### src/binned_2d_scale_factor_lookup_assert.svh
`ifndef BINNED_2D_SCALE_FACTOR_LOOKUP_ASSERT_SVH
`define BINNED_2D_SCALE_FACTOR_LOOKUP_ASSERT_SVH

// same-cycle implication, off while reset is high
`define BSFL_ASSERT_NOW(label, clk, rst, ante, cons) \
  label: assert property (@(posedge clk) disable iff (rst) (ante) |-> (cons)) \
    else $error("bsfl assertion failed");

// next-cycle implication, off while reset is high
`define BSFL_ASSERT_NEXT(label, clk, rst, ante, cons) \
  label: assert property (@(posedge clk) disable iff (rst) (ante) |=> (cons)) \
    else $error("bsfl assertion failed");

`endif

### src/bsfl_pkg.sv
package bsfl_pkg;

  localparam int OP_W     = 3;
  localparam int INDEX_W  = 10;
  localparam int WORD_W   = 32;
  localparam int SHIFT_W  = 16;
  localparam int COUNT_W  = 6;
  localparam int PADDR_W  = 3;
  localparam int PDATA_W  = 32;
  localparam int PROD_W   = WORD_W + SHIFT_W;
  localparam int SUM_W    = PROD_W + 1;

  localparam logic [WORD_W-1:0] ONE_Q16 = 32'h0001_0000;

  // register index as seen on paddr[2]
  localparam logic REG_X_BINS = 1'b0;
  localparam logic REG_Y_BINS = 1'b1;

  typedef enum logic [OP_W-1:0] {
    OP_EVAL   = 3'd0,
    OP_WR_X   = 3'd1,
    OP_WR_Y   = 3'd2,
    OP_WR_VAL = 3'd3,
    OP_WR_ERR = 3'd4
  } op_t;

  // which edge entry the search units read next
  typedef enum logic [1:0] {
    SEL_FIRST = 2'd0,
    SEL_LAST  = 2'd1,
    SEL_MID   = 2'd2
  } edge_sel_t;

  typedef struct packed {
    logic      capture;   // evaluate item accepted, latch its fields
    edge_sel_t edge_sel;
    logic      chk_lo;    // first edge on read data
    logic      check;     // last edge on read data, latch range flag
    logic      init;      // start binary searches
    logic      step;      // one probe
    logic      mul;       // cell words on read data
    logic      load_out;  // load output register
  } cmd_t;

  typedef struct packed {
    logic oor;            // point outside, valid in check cycle
    logic search_done;    // both searches finish with this probe
  } status_t;

endpackage

### src/bsfl_ctrl.sv
`include "binned_2d_scale_factor_lookup_assert.svh"

module bsfl_ctrl (
  input  logic                          clk,
  input  logic                          rst,
  input  logic                          in_valid,
  output logic                          in_ready,
  input  logic [bsfl_pkg::OP_W-1:0]     operation,
  output logic                          out_valid,
  input  logic                          out_ready,
  output bsfl_pkg::cmd_t                cmd,
  input  bsfl_pkg::status_t             status
);

  import bsfl_pkg::*;

  typedef enum logic [2:0] {
    S_IDLE,
    S_RD_HI,
    S_CHECK,
    S_SEARCH,
    S_CELL,
    S_MUL,
    S_FINISH
  } state_t;

  state_t state, state_next;
  logic   accept;
  logic   out_free;

  assign in_ready = (state == S_IDLE);
  assign accept   = in_valid && in_ready;
  assign out_free = !out_valid || out_ready;

  always_comb begin
    cmd        = '0;
    state_next = state;
    case (state)
      S_IDLE: begin
        if (accept && (op_t'(operation) == OP_EVAL)) begin
          cmd.capture  = 1'b1;
          cmd.edge_sel = SEL_FIRST;
          state_next   = S_RD_HI;
        end
      end
      S_RD_HI: begin
        cmd.chk_lo   = 1'b1;
        cmd.edge_sel = SEL_LAST;
        state_next   = S_CHECK;
      end
      S_CHECK: begin
        cmd.check    = 1'b1;
        cmd.init     = 1'b1;
        cmd.edge_sel = SEL_MID;
        state_next   = status.oor ? S_FINISH : S_SEARCH;
      end
      S_SEARCH: begin
        cmd.step     = 1'b1;
        cmd.edge_sel = SEL_MID;
        if (status.search_done) begin
          state_next = S_CELL;
        end
      end
      S_CELL: begin
        state_next = S_MUL;
      end
      S_MUL: begin
        cmd.mul    = 1'b1;
        state_next = S_FINISH;
      end
      S_FINISH: begin
        if (out_free) begin
          cmd.load_out = 1'b1;
          state_next   = S_IDLE;
        end
      end
      default: begin
        state_next = S_IDLE;
      end
    endcase
  end

  always_ff @(posedge clk) begin
    if (rst) begin
      state     <= S_IDLE;
      out_valid <= 1'b0;
    end else begin
      state <= state_next;
      if (cmd.load_out) begin
        out_valid <= 1'b1;
      end else if (out_ready) begin
        out_valid <= 1'b0;
      end
    end
  end

  `BSFL_ASSERT_NEXT(a_eval_busy, clk, rst, accept && (op_t'(operation) == OP_EVAL), !in_ready)
  `BSFL_ASSERT_NEXT(a_load_shows, clk, rst, cmd.load_out, out_valid)
  `BSFL_ASSERT_NOW(a_no_load_idle, clk, rst, in_ready, !cmd.load_out)
  `BSFL_ASSERT_NOW(a_rise_after_finish, clk, rst, $rose(out_valid), $past(state == S_FINISH))

endmodule

### config.mk
export PLATFORM = sky130hd
export DESIGN_NAME = bsfl_ctrl
export DESIGN_NICKNAME = d
export VERILOG_FILES = /design/src/bsfl_pkg.sv /design/src/bsfl_ctrl.sv
export VERILOG_INCLUDE_DIRS = /design/src /design/src/src
export SDC_FILE = /design/constraint.sdc
export NUM_CORES = 1
export LEC_CHECK = 0
export BUFFER_PORTS_ARGS = -buffer_cell sky130_fd_sc_hd__buf_2
export CORE_AREA = 2 2 39 41
export CTS_CLUSTER_DIAMETER = 30
export CTS_CLUSTER_SIZE = 12
export DETAILED_ROUTE_END_ITERATION = 12
export DIE_AREA = 0 0 41 43
export GPL_TIMING_DRIVEN = 1
export PLACE_DENSITY = 0.53
export SLEW_MARGIN = 20
export SYNTH_ARGS = -nofsm -noshare
export SYNTH_HDL_FRONTEND = slang
export SYNTH_SLANG_ARGS = --single-unit
export TNS_END_PERCENT = 100
### constraint.sdc
create_clock -name clk -period 1.2 [get_ports clk]
set_input_delay 0.12 -clock clk [delete_from_list [all_inputs] [get_ports clk]]
set_output_delay 0.12 -clock clk [all_outputs]
set_load 0.01 [all_outputs]
### After elaboration in Yosys (flattened, before gate mapping)

Index checks and enable logic that the tools add are counted.
Widths: inputs -> output; s select.

* register bits: 4
* input bits: 9
* output and inout port bits: 11
* word-level logic and storage cells: 36

* equal/unequal tests: 9
* muxes and demuxes: 16
* reductions and logical operators: 9

Operators with widths (count)
* $pmux 3 s7: 1
* $mux 3: 5
* $eq 3x3->1 const B: 3
* $mux 1: 8
* $eq 3x2->1 const B: 2
* $logic_not 3->1: 2
* $pmux 2 s3: 1
* $ne 2x2->1 const B: 2
* $eq 3x1->1 const B: 1
* $reduce_and 3->1: 1
* $logic_and 1x1->1: 2
* $mux 2: 1
* $ne 2x1->1 const B: 1
* $reduce_bool 2->1: 1
* $reduce_or 2->1: 1
* $logic_not 1->1: 1
* $logic_or 1x1->1: 1

### Longest topological paths before layout

Gate-level depths: netlist of the first run.

* word-level depth: 5
* mapped depth: 4
* depth with buffers taken out: 3

### Least setup slack after synthesis of the first run

OpenSTA, ideal clock, no wires.

* path kind: reg2out
* from: register state[1]
* to: output port cmd[4] in the netlist's numbering
* data arrival time: 1.132 ns
* required time: 1.080 ns
* path slack: -0.052 ns
* stages on the path, launching flop included: 5
* buffers on the path: 2
* path through: dfxtp_1 > buf_6 > nor2b_1 > nor2b_1 > buf_4

RTL lines
* from (decl): line bsfl_ctrl.sv:27 `state_t state, state_next;`
* from (signal assigned): line bsfl_ctrl.sv:88 `state <= state_next;`
* to (decl): line bsfl_ctrl.sv:11 `output bsfl_pkg::cmd_t cmd,`

==> results of run 1 <==
==> critical path, cell delays in order, from the launching register on <==
cell and delay, ns:
dfxtp_4 0.38, nor2b_4 0.16, nor2b_2 0.15, buf_2 0.13
==> per-stage QoR <==
step	total power, uW	worst slack (ns)	util
4_1_cts	952	0.00195	0.325
5_1_grt	1090	-0.0374	0.345
6_report	999	0.0333	0.345
2_1_floorplan	559	0.000336	-
3_3_place_gp	696	0.00804	0.286
3_5_place_dp	697	-0.00793	0.286
==> routing by layer <==
| layer | global-route usage | vias up | wire length, um |
|---|---|---|---|
| li1 | - | 166 | - |
| met1 | 0.113 | 140 | 280 |
| met2 | 0.134 | 14 | 353 |
| met3 | 0.0785 | 0 | 67 |
| met4 | 0.0400 | 0 | 0 |
| met5 | 0 | - | 0 |
==> power by group <==
group / total, uW / switching [uW] / internal, uW
combinational: 566 / 242 / 324
sequential: 263 / 75.1 / 188
clock: 169 / 57.4 / 112
==> layout make-up <==
class,count,area (um^2)
Clock buffer,3,22.5
Sequential cell,4,88.8
Tap cell,16,20.0
Multi-Input combinational cell,26,200
Fill cell,148,906
Timing Repair Buffer,24,146
==> flip-flops by register name, summed over array words and instances, names as in the netlist <==
| register | flops |
|---|---|
| state | 3 |
| out_valid | 1 |
==> cell usage after synthesis <==
cell / n
nor3b_1: 2
buf_4: 2
o21bai_1: 1
nand3_1: 1
nor4_1: 1
o21ai_0: 2
and2_1: 1
a21oi_1: 1
mux2_2: 1
o21ba_2: 1
nor3_1: 2
or4b_4: 1
nor2_1: 5
a32o_2: 1
buf_2: 1
nor2b_1: 3
dfxtp_1: 4
buf_6: 1
nand2_1: 2
and3b_1: 1
==> logic make-up (layout without fill, tap and decap cells) <==
kind of cell	count (synthesis)	after routing	share of synthesized area
DFF	4	4	0.290
and+or+nand+nor	19	19	0.398
muxes	1	1	0.0407
AOI/OAI and AO/OA	6	6	0.158
buffers and inverters	4	27	0.113
==> path summary, 6_finish.rpt <==
path              startpoint       end  slack, ns  cells past startpoint
setup / recovery    state[1]    cmd[3]       0.03                      3
hold / removal     status[0]  state[1]       0.20                      4
setup reg to reg    state[0]  state[0]       0.16                      4
hold reg to reg     state[2]  state[2]       0.57                      2
==> repair_timing <==
action / CTS / global route
gates cloned: 0 / 0
gates resized for setup: 8 / 5
setup endpoints to repair: 9 / 7
setup buffers: 1 / 1
hold endpoints to repair: 0 / 0
pin swaps: 0 / 0
==> metrics.cfg, run 1 <==
[outcome]
status=complete, no violations

[place]
finalWeightedCongestion=0.705
place_inst=68
postPlaceCellArea_um2=395
hpwl_um=526
port_buffers=19

[worst_setup_path]
critPathKind=reg2out
critPathCaptureType=primary output
path_max_fanout=7
critPathRequiredTime_ns=1.08
worst_setup_path_start_kind=flop
crit_arrival_ns=1.05

[min_path]
hp-class=in2reg

[floorplan]
fp.dieH_um=43
io_pins=20
die-area_mm2=0.00176
num_rows=14
initial_core_util=0.200
core-area_mm2=0.00138
die_w_um=41

[layout]
instances_no_fill=73
final_cell_mix=18 x buf_2, 5 x nor2_1, 3 x clkbuf_4, 3 x buf_6, 3 x buf_4
nNetsFinal=68
antenna_cells=0
mostFrequentLayoutCell=buf_2
syn2layout_area_growth_pct=72.9
stdcell_area_um2=478
drive_above_1_share=0.702

[sta]
holdWs_ns=0.200
min_period_over_period=0.972
max_freq_mhz=857
finClkSkew_ns=0.00229
hold_violations=0
worstMarginPinSlew_ns=0.177
finalSetupViolations=0
maxSlewHeadroom=0.881
rsz0062_at_grt=yes
fin_tns_setup_ns=0
period_minus_slack_ns=1.17
slew_viol_final=0

[drt]
dr.pass1.iters=3
avgViaCountPerCell=4.38
wirelength_um=701
drc_errors=0
ant_nets=0
drt_iter0_markers=2
routedWlPerCell_um=9.60
route.vias.total=320

[clocking]
cts_hold_buffers=0
cts_buffers=3
clock-sinks=4
htree_levels=1
ctsLongestPathBuffers=2
cts_tree=yes
insertion_delay_ns=0.23
path_clk_slew_ns=0.04
root_buffer=clkbuf_4

[synth]
synth_top_area_share=0.290
synth_area_um2=277
ys_seq_area_frac=0.290
synth_area_leaders=dfxtp_1 29%, nor2_1 6.8%, nor2b_1 6.8%
syn_area_per_cell_um2=8.13
synthCells=34
ys_types=20
ys_warn_count=0
synthesis.nets=43
ys_ff_latch=4
synth_top_cell_by_area=dfxtp_1

[global_route]
grt.total_usage=0.0994
grt_pass1_wl_um=1120
grt_max_degree=9
grt_overflow=0
grt_pass1_vias=283
grt_antenna_before_repair=0

[power]
ir_worst_vdd_uv=925
powerDensity_mw_per_mm2=2090
p_leak_uw=0.000242

[run]
max_cap_violations=0

Power figures use the tool's default switching activity.
==> inputs of run 2 (changes only) <==
Settings changed: RECOVER_POWER set to 25.
==> run 2 against run 1 <==
  * Cell count did not move
  * Cell area fell by 0.26%
  * Combinational power barely moved
  * Routed wire length rose by 0.29%
  * Critical path depth did not move
  * First-iteration DRC count did not move
  * Global-route usage did not move
  * Sequential share of layout area barely moved
  * Clock skew did not move
  * Via count did not move
  * Total power barely moved
  * Highest routed layer unchanged
==> metrics.cfg, run 2 (synthesized netlist as in run 1, its figures left out) <==
[min_path]
min_from=status[0]
holdPathStages=4  ; unchanged
worst_hold_path.endpoint=state[1]
hp-class=in2reg

[drt]
drc_errors=0  ; unchanged
avgViaCountPerCell=4.38  ; unchanged
ant_nets=0  ; unchanged
route.vias.total=320  ; unchanged
wirelength_um=703  ; +0.29%
drt_iter0_markers=2  ; unchanged
dr.pass1.iters=3  ; unchanged
routedWlPerCell_um=9.63  ; +0.29%

[floorplan]
fp.dieH_um=43  ; unchanged
initial_core_util=0.200  ; unchanged
die-area_mm2=0.00176  ; unchanged
die_w_um=41  ; unchanged
io_pins=20  ; unchanged
core-area_mm2=0.00138  ; unchanged
num_rows=14  ; unchanged

[outcome]
status=complete, no violations

[layout]
largest_register_ffs=3  ; unchanged
syn2layout_area_growth_pct=72.4
nNetsFinal=68  ; unchanged
antenna_cells=0  ; unchanged
regMostFlops=state
drive_above_1_share=0.684  ; -0.0175
final_cell_mix=17 x buf_2, 5 x nor2_1, 3 x clkbuf_4, 3 x buf_6, 3 x buf_4
fill_cells=149  ; +0.68%
mostFrequentLayoutCell=buf_2
top_regs=state x3, out_valid x1

[global_route]
grt_max_degree=9  ; unchanged
grt_antenna_before_repair=0  ; unchanged
grt.total_usage=0.0994  ; unchanged
grt_overflow=0  ; unchanged
grt_pass1_vias=283  ; unchanged
grt_pass1_wl_um=1120  ; unchanged

[sta]
min_period_over_period=0.972  ; unchanged
finalSetupViolations=0  ; unchanged
period_minus_slack_ns=1.17  ; unchanged
maxSlewHeadroom=0.881  ; unchanged
rsz0062_at_grt=yes
hold_violations=0  ; unchanged
finClkSkew_ns=0.00229  ; unchanged
holdWs_ns=0.200  ; unchanged
max_freq_mhz=857  ; unchanged
slew_viol_final=0  ; unchanged
worstMarginPinSlew_ns=0.177  ; unchanged

[power]
powerDensity_mw_per_mm2=2090  ; +0.24%
p_total_uw=998  ; about the same
p_leak_uw=0.000237  ; -1.8%
ir_worst_vdd_uv=925  ; about the same

[clocking]
htree_levels=1  ; unchanged
cts_buffers=3  ; unchanged
ctsLongestPathBuffers=2  ; unchanged
cts_tree=yes
path_clk_slew_ns=0.04  ; about the same
insertion_delay_ns=0.23  ; about the same
root_buffer=clkbuf_4
clock-sinks=4  ; unchanged

[worst_setup_path]
r2r_setup_slack_ns=0.16  ; about the same
worst_setup_path_start_kind=flop
crit_arrival_ns=1.05  ; about the same
path_max_fanout=7  ; unchanged
critPathRequiredTime_ns=1.08  ; about the same
r2r_cells=4  ; unchanged
reg2reg_from=state[0]
critPathKind=reg2out
critPathCaptureType=primary output
r2r_end=state[0]

[place]
hpwl_um=526  ; unchanged
finalWeightedCongestion=0.705  ; unchanged
port_buffers=19  ; unchanged

[run]
max_cap_violations=0  ; unchanged

==> run 2: cell types whose count changed in the layout (fill, tap and decap cells not counted), sizes merged <==
cell	change
buf	-1
clkbuf	+1
==> run 2: power breakdown <==
part,internal (uW),leakage (uW),switching (uW)
clock,112,0.0000138,57.4
sequential,188,0.0000345,75.1
combinational,324,0.000189,242
==> run 2: cell type report <==
| cell class | instances | area [um^2] | share of cell area |
|---|---|---|---|
| multi-input combinational | 26 | 200 | 0.420 |
| timing repair buffer | 24 | 145 | 0.304 |
| sequential | 4 | 88.8 | 0.186 |
| clock buffer | 3 | 22.5 | 0.0472 |
| tap | 16 | 20.0 | 0.0420 |
==> run 2: how the worst max path moves through the flow <==
stage | to | slack, ns | startpoint | depth (start not counted)
3_3_place_gp | cmd[8] | 0.008 | operation[1] | 4
3_5_place_dp | cmd[8] | -0.008 | operation[1] | 4
5_1_grt | cmd[5] | -0.04 | state[0] | 3
4_1_cts | cmd[2] | 0.002 | state[1] | 3
6_report | cmd[3] | 0.03 | state[1] | 3
2_1_floorplan | cmd[4] | 0.0003 | state[1] | 4
==> run 2: worst max-delay path, stage by stage (launching register included) <==
cell and delay, ns:
dfxtp_4 0.38, nor2b_4 0.16, nor2b_2 0.15, buf_2 0.13
==> run 2: stage by stage <==
step | cell area, um^2 | util | TNS, ns | std cells | worst slack [ns]
2_1_floorplan | 289 | - | 0 | 34 | 0.000336
3_3_place_gp | 395 | 0.286 | 0 | 68 | 0.00804
3_5_place_dp | 395 | 0.286 | -0.00793 | 68 | -0.00793
4_1_cts | 449 | 0.325 | 0 | 72 | 0.00195
5_1_grt | 477 | 0.344 | -0.194 | 73 | -0.0374
6_report | 477 | 0.344 | 0 | 73 | 0.0333
==> run 2: layer usage <==
layer | up-vias | routed length (um) | GRT usage | part of all wire
met4 | 0 | 0 | 0.0400 | 0
li1 | 166 | - | - | -
met3 | 0 | 68 | 0.0785 | 0.097
met2 | 14 | 353 | 0.134 | 0.50
met5 | - | 0 | 0 | 0
met1 | 140 | 281 | 0.113 | 0.40
==> run 2: timing repair <==
| action | in CTS | in global routing |
|---|---|---|
| gates resized for setup | 8 | 5 |
| buffers inserted | 1 | 1 |
| hold buffers | 0 | 0 |
| cloned | 0 | 0 |
| endpoints found under the setup margin | 9 | 7 |
==> inputs of run 3 (changes only) <==
==> constraint.sdc (replaced) <==
create_clock -name clk -period 1.2 [get_ports clk]
set_input_delay 0.24 -clock clk [delete_from_list [all_inputs] [get_ports clk]]
set_output_delay 0.24 -clock clk [all_outputs]
set_load 0.01 [all_outputs]
==> run 3 against run 2 <==
  * The flow now finishes with violations (setup timing)
  * Cell area up 11%
  * Clock power down 7%
  * Sequential power up 10%
  * Sequential share of layout area down 1.3 points
  * Clock skew down 0.0013 ns
  * Combinational power up 10%
  * Sequential cell count unchanged
  * Cell count up 2.7%
  * Critical endpoint is now cmd[8]
==> metrics.cfg, run 3 (synthesized netlist as in run 1, its figures left out) <==
[layout]
top_regs=state x3, out_valid x1
mostFrequentLayoutCell=buf_2
antenna_cells=0  ; unchanged
regMostFlops=state
instances_no_fill=75  ; +2.7%
syn2layout_area_growth_pct=91.0
final_cell_mix=15 x buf_2, 6 x buf_6, 5 x nor2_1, 5 x buf_4
nNetsFinal=70  ; +2.9%
largest_register_ffs=3  ; unchanged
drive_above_1_share=0.712  ; +0.0277
final_util=0.382  ; +0.0371

[drt]
ant_nets=0  ; unchanged
avgViaCountPerCell=4.45  ; +1.6%
dr.pass1.iters=3  ; unchanged
drt_iter0_markers=2  ; unchanged
route.vias.total=334  ; +4.4%
drc_errors=0  ; unchanged
routedWlPerCell_um=9.48  ; -1.6%
wirelength_um=711  ; +1.1%

[floorplan]
die-area_mm2=0.00176  ; unchanged
die_w_um=41  ; unchanged
io_pins=20  ; unchanged
fp.dieH_um=43  ; unchanged
num_rows=14  ; unchanged
initial_core_util=0.200  ; unchanged
core-area_mm2=0.00138  ; unchanged

[worst_setup_path]
path_max_fanout=2  ; -5
path_cells=buf_6 -> or4b_4 -> nor4_4 -> buf_2
critPathCaptureType=primary output
worst_setup_path_start_kind=input port
cp_slowest_stage_delay_ns=0.55  ; +0.17 ns
critPathRequiredTime_ns=0.96  ; -0.12 ns
crit_slowest_cell=or4b_4
crit_arrival_ns=1.17  ; +0.12 ns
cpLargestDelayFamily=simple AND/OR/NAND/NOR gates
crit_buf_inv=2  ; +1
critPathKind=in2out

[clocking]
cts_buffers=3  ; unchanged
cts_tree=yes
htree_levels=1  ; unchanged
path_clk_slew_ns=0.03  ; about the same
insertion_delay_ns=0.23  ; about the same
clock-sinks=4  ; unchanged
root_buffer=clkbuf_4
ctsLongestPathBuffers=2  ; unchanged

[sta]
rsz0062_at_grt=yes
setup_slack_ns=-0.208  ; -0.241 ns
finalSetupViolations=9  ; +9
finClkSkew_ns=0.00103  ; -0.00126 ns
hold_violations=0  ; unchanged
maxSlewHeadroom=0.859  ; -0.0224
max_freq_mhz=710  ; -17%
min_period_over_period=1.17  ; +0.201
worstMarginPinSlew_ns=0.210  ; +0.0334 ns
period_minus_slack_ns=1.41  ; +0.241 ns
slew_viol_final=0  ; unchanged

[place]
place_inst=70  ; +2.9%
hpwl_um=554  ; +5.4%
finalWeightedCongestion=0.648  ; -8.0%
port_buffers=19  ; unchanged

[global_route]
grt_pass1_vias=359  ; +27%
grt_antenna_before_repair=0  ; unchanged
grt_pass1_wl_um=1260  ; +12%
grt_max_degree=12  ; +3
grt.total_usage=0.105  ; +0.00513
grt_overflow=0  ; unchanged

[outcome]
status=finished, violations left
failed_checks=setup timing

[run]
max_cap_violations=0  ; unchanged

[power]
p_leak_uw=0.000261  ; +10%
powerDensity_mw_per_mm2=2030  ; -3.3%
ir_worst_vdd_uv=784  ; -15%

[min_path]
hp-class=in2reg

-- run 3: cell types whose count changed in the layout (fill, tap and decap cells not counted), sizes merged --
cell    previous run  this run
clkbuf             4         3
buf               23        26
-- run 3: power breakdown --
part,switching [uW],total [uW],internal [uW]
logic,245,623,377
registers,95.0,290,195
clock network,46.1,157,111
total,386,1070,683
-- run 3: layout make-up --
| class | count | area, um^2 |
|---|---|---|
| clock buffer | 3 | 22.5 |
| sequential | 4 | 91.3 |
| multi-input combinational | 26 | 214 |
| tap | 16 | 20.0 |
| fill | 157 | 856 |
| timing repair buffer | 26 | 180 |
-- run 3: path summary, 6_finish.rpt --
check                                  start        end  slack [ns]  cells past startpoint
worst max register to register      state[1]   state[0]        0.11                      4
worst min-delay path                     rst  out_valid        0.32                      2
worst max-delay path            operation[1]     cmd[8]       -0.21                      4
worst min register to register      state[2]   state[2]        0.61                      2
-- run 3: routing by layer --
metal,up-vias,GRT usage,share of wire
li1,167,-,-
met2,10,0.184,0.59
met4,0,0.0800,0
met1,157,0.0968,0.35
met3,0,0.0157,0.062
met5,-,0,0
-- run 3: per-stage QoR --
step / setup WS, ns / hold slack [ns] / cell area (um^2) / power (uW) / setup TNS [ns]
global route: -0.270 / 0.341 / 528 / 1160 / -1.19
CTS: -0.216 / 0.313 / 528 / 1090 / -0.815
floorplan: -0.0385 / 0.419 / 313 / 612 / -0.0834
finish: -0.208 / 0.324 / 528 / 1070 / -0.664
detailed placement: -0.224 / 0.559 / 434 / 788 / -0.257
global placement: -0.203 / 0.559 / 434 / 783 / -0.223
-- run 3: repair_timing --
| action | CTS | global route |
|---|---|---|
| setup buffers | 2 | 0 |
| gates resized for setup | 15 | 0 |
| endpoints found under the hold margin | 0 | 0 |
| hold buffers | 0 | 0 |
| setup endpoints to repair | 10 | 9 |
| pin swaps | 1 | 0 |
-- run 3: worst reg2reg max path, cell delays in order, from the launching register on --
cell	delay (ns)
dfxtp_4	0.35
nor2b_4	0.13
and2_4	0.16
buf_4	0.12
a32o_2	0.22
